`src/rtl/core/pba_pkg.sv`:
```
package pba_pkg;

    localparam int PAGE_COUNT      = 16;
    localparam int BLOCKS_PER_PAGE = 64;
    localparam int BLOCK_BYTES     = 64;
    localparam int PAGE_BYTES      = 4096;
    localparam int RESERVED_BLOCKS = 3;

    localparam int ADDR_W      = 32;
    localparam int PG_W        = $clog2(PAGE_COUNT);
    localparam int PGN_W       = $clog2(PAGE_COUNT + 1);
    localparam int BLK_W       = $clog2(BLOCKS_PER_PAGE);
    localparam int CNT_W       = $clog2(BLOCKS_PER_PAGE + 1);
    localparam int PAGE_SHIFT  = $clog2(PAGE_BYTES);
    localparam int BLOCK_SHIFT = $clog2(BLOCK_BYTES);
    localparam int OFFB_W      = PAGE_SHIFT - BLOCK_SHIFT;
    localparam int PGF_W       = ADDR_W - PAGE_SHIFT;
    localparam int MEM_DEPTH   = 2 ** (PG_W + BLK_W);

    localparam logic CMD_ALLOC = 1'b0;
    localparam logic CMD_FREE  = 1'b1;

    localparam logic [1:0] ST_OK  = 2'd0;
    localparam logic [1:0] ST_OOM = 2'd1;
    localparam logic [1:0] ST_BAD = 2'd2;

    typedef struct packed {
        logic              cmd;
        logic [ADDR_W-1:0] address;
    } t_in_word;

    typedef struct packed {
        logic [ADDR_W-1:0] block_address;
        logic [1:0]        status;
    } t_out_word;

    typedef struct packed {
        logic latch_in;
        logic decode;
        logic search_rd;
        logic fill_start;
        logic fill_step;
        logic alloc_fin;
        logic free_rd;
        logic free_fin;
        logic emit_oom;
        logic emit_bad;
    } t_ctl;

    typedef struct packed {
        logic is_free;
        logic found;
        logic pages_full;
        logic fill_last;
        logic bad;
        logic taken;
        logic out_free;
    } t_sts;

endpackage

```
`src/rtl/core/pba_ctrl.sv`:
```
module pba_ctrl (
    input  logic          i_clk,
    input  logic          i_rst_n,
    input  logic          i_in_valid,
    output logic          o_in_ready,
    input  pba_pkg::t_sts i_sts,
    output pba_pkg::t_ctl o_ctl
);

    import pba_pkg::*;

    typedef enum logic [7:0] {
        S_IDLE      = 8'b0000_0001,
        S_DECODE    = 8'b0000_0010,
        S_FREE_RD   = 8'b0000_0100,
        S_FREE_FIN  = 8'b0000_1000,
        S_SEARCH    = 8'b0001_0000,
        S_FILL      = 8'b0010_0000,
        S_ALLOC_FIN = 8'b0100_0000,
        S_SPARE     = 8'b1000_0000
    } t_state;

    t_state r_state;
    t_state n_state;

    assign o_in_ready = (r_state == S_IDLE);

    always_comb begin
        n_state = r_state;
        o_ctl   = '0;
        unique case (r_state)
            S_IDLE: begin
                if (i_in_valid) begin
                    o_ctl.latch_in = 1'b1;
                    n_state = i_sts.is_free ? S_DECODE : S_SEARCH;
                end
            end
            S_DECODE: begin
                o_ctl.decode = 1'b1;
                n_state = S_FREE_RD;
            end
            S_FREE_RD: begin
                if (!i_sts.bad) begin
                    o_ctl.free_rd = 1'b1;
                    n_state = S_FREE_FIN;
                end else if (i_sts.out_free) begin
                    o_ctl.emit_bad = 1'b1;
                    n_state = S_IDLE;
                end
            end
            S_FREE_FIN: begin
                if (i_sts.out_free) begin
                    o_ctl.free_fin = i_sts.taken;
                    o_ctl.emit_bad = !i_sts.taken;
                    n_state = S_IDLE;
                end
            end
            S_SEARCH: begin
                if (i_sts.found) begin
                    o_ctl.search_rd = 1'b1;
                    n_state = S_ALLOC_FIN;
                end else if (!i_sts.pages_full) begin
                    o_ctl.fill_start = 1'b1;
                    n_state = S_FILL;
                end else if (i_sts.out_free) begin
                    o_ctl.emit_oom = 1'b1;
                    n_state = S_IDLE;
                end
            end
            S_FILL: begin
                o_ctl.fill_step = 1'b1;
                if (i_sts.fill_last) begin
                    n_state = S_SEARCH;
                end
            end
            S_ALLOC_FIN: begin
                if (i_sts.out_free) begin
                    o_ctl.alloc_fin = 1'b1;
                    n_state = S_IDLE;
                end
            end
            default: begin
                n_state = S_IDLE;
            end
        endcase
    end

    always_ff @(posedge i_clk) begin
        if (!i_rst_n) begin
            r_state <= S_IDLE;
        end else begin
            r_state <= n_state;
        end
    end

endmodule

```
`config.mk`:
```
export PLATFORM = sky130hd
export DESIGN_NAME = pba_ctrl
export DESIGN_NICKNAME = d
export VERILOG_FILES = /design/src/rtl/core/pba_pkg.sv /design/src/rtl/core/pba_ctrl.sv
export SDC_FILE = /design/constraint.sdc
export NUM_CORES = 1
export LEC_CHECK = 0
export ABC_AREA = 1
export BUFFER_PORTS_ARGS = -buffer_cell sky130_fd_sc_hd__buf_2
export CORE_MARGIN = 2
export CORE_UTILIZATION = 51
export CTS_BUF_LIST = sky130_fd_sc_hd__clkbuf_8
export DETAILED_ROUTE_END_ITERATION = 7
export PLACE_DENSITY = 0.8
export SLEW_MARGIN = 30
export SYNTH_ARGS = -nofsm -noshare
export SYNTH_HDL_FRONTEND = slang
export SYNTH_SLANG_ARGS = --single-unit
export TNS_END_PERCENT = 20
```
`constraint.sdc`:
```
create_clock -name i_clk -period 1.5 [get_ports i_clk]
set_clock_uncertainty 0.05 [all_clocks]
set_input_delay 0.225 -clock i_clk [delete_from_list [all_inputs] [get_ports i_clk]]
set_output_delay 0.225 -clock i_clk [all_outputs]
set_load 0.005 [all_outputs]
```
==> results of run 1 <==
-- worst max-delay path by stage --
| stage | end | slack, ns | from |
|---|---|---|---|
| 2_1_floorplan | o_ctl[1] | 0.32 | r_state[6]$_SDFFE_PN0P_ |
| 3_3_place_gp | o_ctl[0] | 0.14 | r_state[4]$_SDFFE_PN0P_ |
| 3_5_place_dp | o_ctl[0] | 0.11 | r_state[7]$_SDFFE_PN0P_ |
| 4_1_cts | o_ctl[6] | -0.02 | r_state[3]$_SDFFE_PN0P_ |
| 5_1_grt | o_ctl[0] | -0.11 | r_state[2]$_SDFFE_PN0P_ |
| 6_report | o_in_ready | -0.06 | r_state[7]$_SDFFE_PN0P_ |
-- per-layer routing --
metal,wire length (um),GRT usage (%),up-vias
met5,0,0,-
met4,24,17.2,0
met3,98,6.11,6
met2,1030,53.2,32
met1,794,25.3,364
li1,-,-,412
-- worst reg2reg max path, cell delays in order, from the launching register on --
cell                      delay (ns)
sky130_fd_sc_hd__dfxtp_2        0.32
sky130_fd_sc_hd__nor2_2         0.15
sky130_fd_sc_hd__nand3_2        0.14
sky130_fd_sc_hd__buf_4          0.17
sky130_fd_sc_hd__nor2_4         0.15
sky130_fd_sc_hd__nand2_1        0.07
sky130_fd_sc_hd__nand2_1        0.09
sky130_fd_sc_hd__inv_1          0.04
sky130_fd_sc_hd__nand2_1        0.05
sky130_fd_sc_hd__nor2_1         0.03
-- kinds of logic (layout without fill, tap and decap cells) --
group / Yosys count / count (layout) / share of synthesized area (%)
AOI/OAI and AO/OA: 8 / 8 / 6.59
DFF: 8 / 8 / 24.1
buffers and inverters: 24 / 55 / 13.9
other: 1 / 1 / 0.564
and+or+nand+nor: 74 / 74 / 54.8
-- layout make-up --
type                       instances  share of cell area (%)
clock buffer                       3                    4.29
inverter                          24                    9.61
multi-input combinational         83                    49.1
sequential                         8                    18.1
tap                               15                    1.95
timing repair buffer              28                    17.0
-- power breakdown --
part / switching [uW] / leakage [uW] / internal [uW]
Combinational: 75.6 / 0.000465 / 48.7
Sequential: 9.17 / 0.0000680 / 219
Clock: 75.7 / 0.0000216 / 173
-- per-stage QoR --
step | power [uW] | TNS [ns] | setup WS, ns | utilization, %
after floorplan | 294 | 0 | 0.325 | -
after global placement | 324 | 0 | 0.137 | 62.5
after detailed placement | 326 | 0 | 0.106 | 62.5
after CTS | 595 | -0.0284 | -0.0215 | 73.3
after global routing | 638 | -0.827 | -0.111 | 76.9
final | 601 | -0.162 | -0.0556 | 76.9
-- timing repair --
action / CTS / global route
hold buffers: 0 / 0
gates resized for setup: 21 / 8
hold endpoints to repair: 0 / 0
buffers inserted: 6 / 2
setup endpoints to repair: 5 / 11
pin swaps: 10 / 7
-- synth_stat cells (all sizes together) --
| cell type | instances |
|---|---|
| a21oi | 7 |
| conb | 1 |
| dfxtp | 8 |
| inv | 24 |
| nand2 | 34 |
| nand3 | 10 |
| nand4 | 1 |
| nor2 | 26 |
| nor3 | 2 |
| nor4 | 1 |
| o21ai | 1 |
-- cell usage in the layout (no fill, tap or decap), drive strengths merged --
cell    instances
nand2          34
buf            28
nor2           26
inv            24
nand3          10
dfxtp           8
a21oi           7
clkbuf          3
nor3            2
nor4            1
nand4           1
o21ai           1
conb            1
==> results.toml, run 1 <==
[global_route]
globalRouteTotalUtil_pct = 27.5
grt_overflow = 0
grt_start_max_net_pins = 8
grt_antenna_before_repair = 0
first_pass_grt_wire_length_um = 2880
vias_in_the_first_global_route = 752

[synth]
synth_seq_cells = 8
netlist-cell-type-count = 20
syn_area_um2 = 664
synth.yosys.seq_area_share_pct = 24.1
synth_largest_area_cell = "sky130_fd_sc_hd__dfxtp_1"
avgSynthCellArea_um2 = 5.78
top_area_cell_type_share_of_the_netlist_area_pct = 24.1
synth_warnings = 0
syn-num-nets = 125
synthTopCellsByArea = "sky130_fd_sc_hd__dfxtp_1 (24%), sky130_fd_sc_hd__nand2_1 (15%), sky130_fd_sc_hd__nor2_1 (11%)"
synth_cells = 115

[layout]
largest-register = "r_state"
nets = 158
seqCellArea_um2 = 174
largestRegisters = "r_state x8"
filler_cell_count = 107
area_delta_synth_final_pct = 45.0
drive_above_1_share_pct = 49.3
max_reg_flops = 8
finalInstanceArea_um2 = 963
antenna_cells_inserted = 0
stdcell_count = 161
area_taken_by_multi_input_logic_gates_um2 = 473

[floorplanning]
floorplan.initialDensity_pct = 53.0
die_w_um = 40.1
placement_rows = 13
io-pin-count = 21
floorplan.core_area_mm2 = 0.00125
design.die.area_mm2 = 0.00161
die-height_um = 40.1

[job]
maxCapViolCount = 0

[drt]
drtPass1Iterations = 4
detail_route.drc_violations = 0
postRouteWirelength_um = 1950
drt_iter0_drc = 20
routedWlPerCell_um = 12.1
route.detailed.vias_per_inst = 5.06
postRouteAntennaNets = 0
route.vias.total = 814

[outcome]
run_status = "finished, violations left"
failed_checks = "negative setup slack"

[place]
placed_cells = 150
postPlaceCellArea_um2 = 783
dp_hpwl_um = 1240
place.port_buffers = 20
globalplace.congestion = 0.887

[critical_path]
reg2regPathDepth = 9
reg2reg_setup_slack_ns = 0.12
crit_required_ns = 1.22
worst_r2r_endpoint = "r_state[4]$_SDFFE_PN0P_"
critical_path_depth = 5
setup.worst_path.start_class = "flip-flop"
worst-path-max-fanout = 5
critical-path-top-delay-family = "simple AND/OR/NAND/NOR gates"
setup.worst_path.class = "reg -> out"
critPathCaptureType = "primary output"
critical_path.n_buffers_inverters = 2
critPathMaxStageDelay_ns = 0.32
timing.critical_path.slowest_stage_cell = "sky130_fd_sc_hd__dfxtp_2"
cp.arrival_ns = 1.28
regToRegStartpoint = "r_state[7]$_SDFFE_PN0P_"
path_cells = "nor2_2, nand3_2, buf_4, nor2_4, buf_2"

[sta]
period_needed_ns = 1.56
report.final.slew_viol_count = 0
finalHoldWorstSlack_ns = 0.201
achievable-frequency_ghz = 0.643
post_layout_worst_setup_margin_ns = -0.0556
setup_viol_count_final = 5
final_min_period_over_clock_period_pct = 104
timing.final.hold_violations = 0
setup_repair_after_global_routing_missed_its_margin = "true"

[clock_tree]
clk_path_buf_depth = 2
clock_latency_ns = 0.22
cts_tree = "yes"
cts.root.buffer_cell = "sky130_fd_sc_hd__clkbuf_8"
cts.sink_count = 8
cts_htree_levels = 1
cts_made_buffers = 3
clkSlewWorstSetupHoldPaths_ns = 0.04

[worst_hold_path]
hp-start = "i_sts[6]"
worstHoldEndpoint = "r_state[1]$_SDFFE_PN0P_"
hp-class = "in -> reg"
min_delay_path_depth = 3

[pwr]
pwr_density_cell_mw_per_mm2 = 624
leakagePower_uw = 0.000554
maximum_vdd_drop_v = 0.000482
No activity file was read; power rests on OpenSTA's default activity.
==> run 2, diff against run 1 <==
Settings changed: CORE_MARGIN 2 to 5.
Clock period 1.5 ns to 1.6 ns, I/O delays scaled along.
==> run 2 against run 1 <==
The run now ends clean; setup slack improved by 0.080 ns; first-iteration DRC count increased by 20%; utilization decreased by 5.7 points; global-route usage decreased by 10 points; combinational power decreased by 15%; die area increased by 32%; register-to-register slack improved by 0.24 ns; critical endpoint is now o_ctl[0].
==> results.toml, run 2 (synthesis gave the netlist of run 1 again) <==
[critical_path]
worst-path-max-fanout = 4
regToRegStartpoint = "r_state[4]$_SDFFE_PN0P_"
critPathMaxStageDelay_ns = 0.33
cp.arrival_ns = 1.29
reg2regPathDepth = 9
worst_r2r_endpoint = "r_state[0]$_SDFFE_PN1P_"
path_cells = "inv_2, nand2_4, nor2_4, nand2_2, inv_2, nand2_1, nand2_1, nor2_1, buf_2"
critPathCaptureType = "primary output"
setup.worst_path.class = "reg -> out"
setup.worst_path.start_class = "flip-flop"
timing.critical_path.slowest_stage_cell = "sky130_fd_sc_hd__dfxtp_2"
reg2reg_setup_slack_ns = 0.36
crit_required_ns = 1.31

[sta]
post_layout_worst_setup_margin_ns = 0.0247
achievable-frequency_ghz = 0.635
period_needed_ns = 1.58
report.final.slew_viol_count = 0
final_min_period_over_clock_period_pct = 98.5
setup_viol_count_final = 0
timing.final.hold_violations = 0
setup_repair_after_global_routing_missed_its_margin = "true"

[floorplanning]
design.die.area_mm2 = 0.00212
die-height_um = 46.1
placement_rows = 13
io-pin-count = 21
floorplan.core_area_mm2 = 0.00127
floorplan.initialDensity_pct = 52.4
die_w_um = 46.1

[worst_hold_path]
hp-class = "in -> reg"
hp-start = "i_sts[6]"
worstHoldEndpoint = "r_state[1]$_SDFFE_PN0P_"
min_delay_path_depth = 3

[layout]
antenna_cells_inserted = 0
layout_commonest_cell = "sky130_fd_sc_hd__nand2_1"
area_delta_synth_final_pct = 36.0
filler_cell_count = 110
largestRegisters = "r_state x8"
nets = 154
drive_above_1_share_pct = 43.7
largest-register = "r_state"
most_used_cells_in_the_layout_excluding_fill_and_tap_cells = "sky130_fd_sc_hd__nand2_1 (25), sky130_fd_sc_hd__buf_2 (20), sky130_fd_sc_hd__nor2_1 (18)"
max_reg_flops = 8

[clock_tree]
cts_htree_levels = 1
cts_tree = "yes"
cts.sink_count = 8
clock_latency_ns = 0.23
clk_path_buf_depth = 2
cts.root.buffer_cell = "sky130_fd_sc_hd__clkbuf_8"
cts_made_buffers = 3
clkSlewWorstSetupHoldPaths_ns = 0.04

[pwr]
p_int_uw = 409
power_switching_share_pct = 26.8
clockPowerShare_pct = 42.6
leakagePower_uw = 0.000522
power.share.combinational_pct = 19.0
pwr_density_cell_mw_per_mm2 = 618
net_switching_power_uw = 150
maximum_vdd_drop_v = 0.000592
design_power_total_uw = 558
pwr-share-seq_pct = 38.3

[drt]
drtPass1Iterations = 4
postRouteWirelength_um = 1840
route.detailed.vias_per_inst = 5.06
postRouteAntennaNets = 0
route.vias.total = 794
routedWlPerCell_um = 11.7
detail_route.drc_violations = 0
drt_iter0_drc = 24

[place]
preCtsSetupSlack_ns = 0.222
dp_hpwl_um = 1310
globalplace.congestion = 0.835
place.port_buffers = 20

[global_route]
grt_overflow = 0
grt_start_max_net_pins = 8
first_pass_grt_wire_length_um = 2650
grt_antenna_before_repair = 0
globalRouteTotalUtil_pct = 17.2
vias_in_the_first_global_route = 700

[outcome]
run_status = "finished, final reports clean"

[job]
maxCapViolCount = 0
-- run 2: routing by layer --
metal | track usage (%) | wire length (um) | vias up
met4 | 9.66 | 29 | 0
met5 | 0 | 0 | -
met3 | 2.34 | 116 | 4
met1 | 22.4 | 765 | 353
met2 | 26.9 | 923 | 34
li1 | - | - | 403
-- run 2: repair_timing --
item | CTS | global route
hold buffers | 0 | 0
pin swaps | 1 | 4
buffers inserted | 0 | 4
gates resized for setup | 4 | 14
endpoints found under the setup margin | 3 | 5
cloned | 0 | 0
endpoints found under the hold margin | 0 | 0
-- run 2: stage by stage --
step | instances | utilization [%] | cell area (um2) | setup TNS [ns] | hold slack [ns]
floorplan | 115 | - | 664 | 0 | 0.321
global placement | 150 | 61.7 | 783 | 0 | 0.441
detailed placement | 150 | 61.7 | 783 | 0 | 0.444
CTS | 153 | 66.1 | 838 | 0 | 0.208
global route | 157 | 71.2 | 903 | -0.104 | 0.210
finish | 157 | 71.2 | 903 | 0 | 0.200
-- run 2: cell type report --
type	instances	area (um2)	area share [%]
Tap cell	15	18.8	2.08
Clock buffer	3	41.3	4.57
Sequential cell	8	168	18.6
Inverter	24	95.1	10.5
Multi-Input combinational cell	83	450	49.9
Timing Repair Buffer	24	130	14.4
-- run 2: power groups by stage --
stage | logic (uW) | registers, uW | clock network [uW]
floorplan | 61.8 | 214 | 0
global placement | 90.3 | 215 | 0
detailed placement | 90.9 | 216 | 0
CTS | 94.4 | 213 | 242
global route | 118 | 214 | 256
finish | 106 | 214 | 238
-- run 2: critical path: cells and delay by family, from the launching register on --
family | cells | cell delay (ns)
buf+inv | 3 | 0.27
flops | 1 | 0.33
simple gates | 6 | 0.45
-- run 2: worst max path at each step --
stage / end / slack, ns / start
2_1_floorplan: o_ctl[1] / 0.41 / r_state[6]$_SDFFE_PN0P_
6_report: o_ctl[0] / 0.02 / r_state[4]$_SDFFE_PN0P_
3_3_place_gp: o_ctl[0] / 0.24 / r_state[6]$_SDFFE_PN0P_
3_5_place_dp: o_ctl[0] / 0.22 / r_state[0]$_SDFFE_PN1P_
5_1_grt: o_ctl[0] / -0.03 / r_state[4]$_SDFFE_PN0P_
4_1_cts: o_ctl[1] / 0.0001 / r_state[2]$_SDFFE_PN0P_
==> run 3, diff against run 2 <==
Settings changed: CORE_UTILIZATION 51 to 45, PLACE_DENSITY 0.8 to 0.72.
==> run 3 against run 2 <==
Flip-flop and latch count is the same; sequential share of layout area is essentially flat; utilization shrank 3.8 points; critical endpoint unchanged; wire length is the same; worst hold slack gained 0.0070 ns; critical path depth stayed put; combinational power about the same; power rose by 0.74%; fmax down 0.22%.
==> results.toml, run 3 (synthesis gave the netlist of run 1 again) <==
[layout]
area_taken_by_multi_input_logic_gates_um2 = 448
max_reg_flops = 8
most_used_cells_in_the_layout_excluding_fill_and_tap_cells = "sky130_fd_sc_hd__nand2_1 (24), sky130_fd_sc_hd__buf_2 (20), sky130_fd_sc_hd__nor2_1 (18)"
seqCellArea_um2 = 169
largest-register = "r_state"
stdcell_count = 158
layout_commonest_cell = "sky130_fd_sc_hd__nand2_1"
drive_above_1_share_pct = 45.5
filler_cell_count = 130
area_delta_synth_final_pct = 36.9
nets = 155
largestRegisters = "r_state x8"
antenna_cells_inserted = 0

[drt]
met3_wirelength_um = 89
wl_met2_um = 863
detail_route.drc_violations = 0
routedWlPerCell_um = 11.6
postRouteAntennaNets = 0
postRouteWirelength_um = 1840
route.detailed.vias_per_inst = 4.94
route.layer.met1.wl_um = 840
route.vias.total = 780
route.top_layer_used = "met4"
drtPass1Iterations = 4
drt_iter0_drc = 20

[critical_path]
reg2reg_setup_slack_ns = 0.28
crit_required_ns = 1.31
setup.worst_path.start_class = "flip-flop"
regToRegStartpoint = "r_state[4]$_SDFFE_PN0P_"
worst-path-max-fanout = 3
setup.worst_path.class = "reg -> out"
critPathCaptureType = "primary output"
worst_r2r_endpoint = "r_state[4]$_SDFFE_PN0P_"
cp.arrival_ns = 1.29
worst_setup_path_endpoint = "o_ctl[0]"
reg2regPathDepth = 11
setup.worst_path.start = "r_state[1]$_SDFFE_PN0P_"

[floorplanning]
floorplan.initialDensity_pct = 49.2
die_w_um = 48.4
io-pin-count = 21
die-height_um = 48.4
placement_rows = 13
floorplan.core_area_mm2 = 0.00135
design.die.area_mm2 = 0.00234

[global_route]
grt_start_max_net_pins = 8
vias_in_the_first_global_route = 710
grt_antenna_before_repair = 0
grt_overflow = 0
globalRouteTotalUtil_pct = 15.1
first_pass_grt_wire_length_um = 2910

[clock_tree]
cts.root.buffer_cell = "sky130_fd_sc_hd__clkbuf_8"
cts_htree_levels = 1
clk_path_buf_depth = 2
cts.sink_count = 8
cts_tree = "yes"
cts_made_buffers = 3
clock_latency_ns = 0.23
clkSlewWorstSetupHoldPaths_ns = 0.04

[place]
place.port_buffers = 20
placed_cells = 150
globalplace.congestion = 0.834
dp_hpwl_um = 1370

[sta]
timing.final.hold_violations = 0
achievable-frequency_ghz = 0.633
setup_viol_count_final = 0
period_needed_ns = 1.58
setup_repair_after_global_routing_missed_its_margin = "true"
final_min_period_over_clock_period_pct = 98.7
report.final.slew_viol_count = 0

[pwr]
design_power_total_uw = 563
pwr_density_cell_mw_per_mm2 = 618
leakagePower_uw = 0.000525
maximum_vdd_drop_v = 0.000521

[job]
maxCapViolCount = 0

[worst_hold_path]
hp-class = "in -> reg"

[outcome]
run_status = "finished, final reports clean"
run 3: cell count changes in the layout (fill, tap and decap cells not counted), sizes merged:
cell	previous run	this run
buf	24	25
run 3: power breakdown:
group / total, uW / switching [uW] / internal, uW
Sequential: 214 / 6.98 / 207
Clock: 242 / 79.5 / 163
Combinational: 106 / 65.0 / 41.1
Total: 563 / 151 / 411
run 3: worst min path at each step:
stage	start	endpoint	slack, ns	cells past startpoint
detailed placement	i_sts[6]	r_state[1]$_SDFFE_PN0P_	0.45	3
finish	i_sts[6]	r_state[1]$_SDFFE_PN0P_	0.21	3
global placement	i_sts[6]	r_state[1]$_SDFFE_PN0P_	0.44	3
CTS	i_sts[6]	r_state[1]$_SDFFE_PN0P_	0.21	3
floorplan	i_sts[6]	r_state[1]$_SDFFE_PN0P_	0.32	2
global route	i_sts[6]	r_state[1]$_SDFFE_PN0P_	0.21	3
run 3: cell type report:
type | instances | area share (%)
multi-input combinational | 83 | 49.2
timing repair buffer | 25 | 15.1
inverter | 24 | 10.5
clock buffer | 3 | 4.54
sequential | 8 | 18.6
tap | 15 | 2.06
run 3: worst max-delay path, cell delays in order, from the launching register on:
cell,delay [ns]
sky130_fd_sc_hd__dfxtp_1,0.37
sky130_fd_sc_hd__inv_1,0.09
sky130_fd_sc_hd__nand2_1,0.11
sky130_fd_sc_hd__nor2_2,0.05
sky130_fd_sc_hd__nand2_2,0.09
sky130_fd_sc_hd__inv_2,0.05
sky130_fd_sc_hd__nand2_2,0.05
sky130_fd_sc_hd__nand2_1,0.04
sky130_fd_sc_hd__nor2_1,0.10
sky130_fd_sc_hd__buf_2,0.12
run 3: timing repair:
item,CTS,global route
gates resized for setup,6,13
hold buffers,0,0
setup buffers,0,5
pin swaps,0,7
endpoints found under the setup margin,2,5
run 3: layer usage:
layer  up-vias  global-route usage (%)
li1        405                       -
met1       346                    19.9
met2        23                    23.3
met3         6                    2.14
met4         0                    8.29
met5         -                       0
run 3: stage by stage:
step	area (um2)	TNS, ns	utilization [%]	worst slack (ns)	hold slack, ns
finish	910	0	67.4	0.0213	0.207
global route	910	-0.151	67.4	-0.0538	0.210
CTS	841	0	62.3	0.00736	0.208
detailed placement	783	0	58.0	0.225	0.449
global placement	783	0	58.0	0.242	0.439
floorplan	664	0	-	0.410	0.321
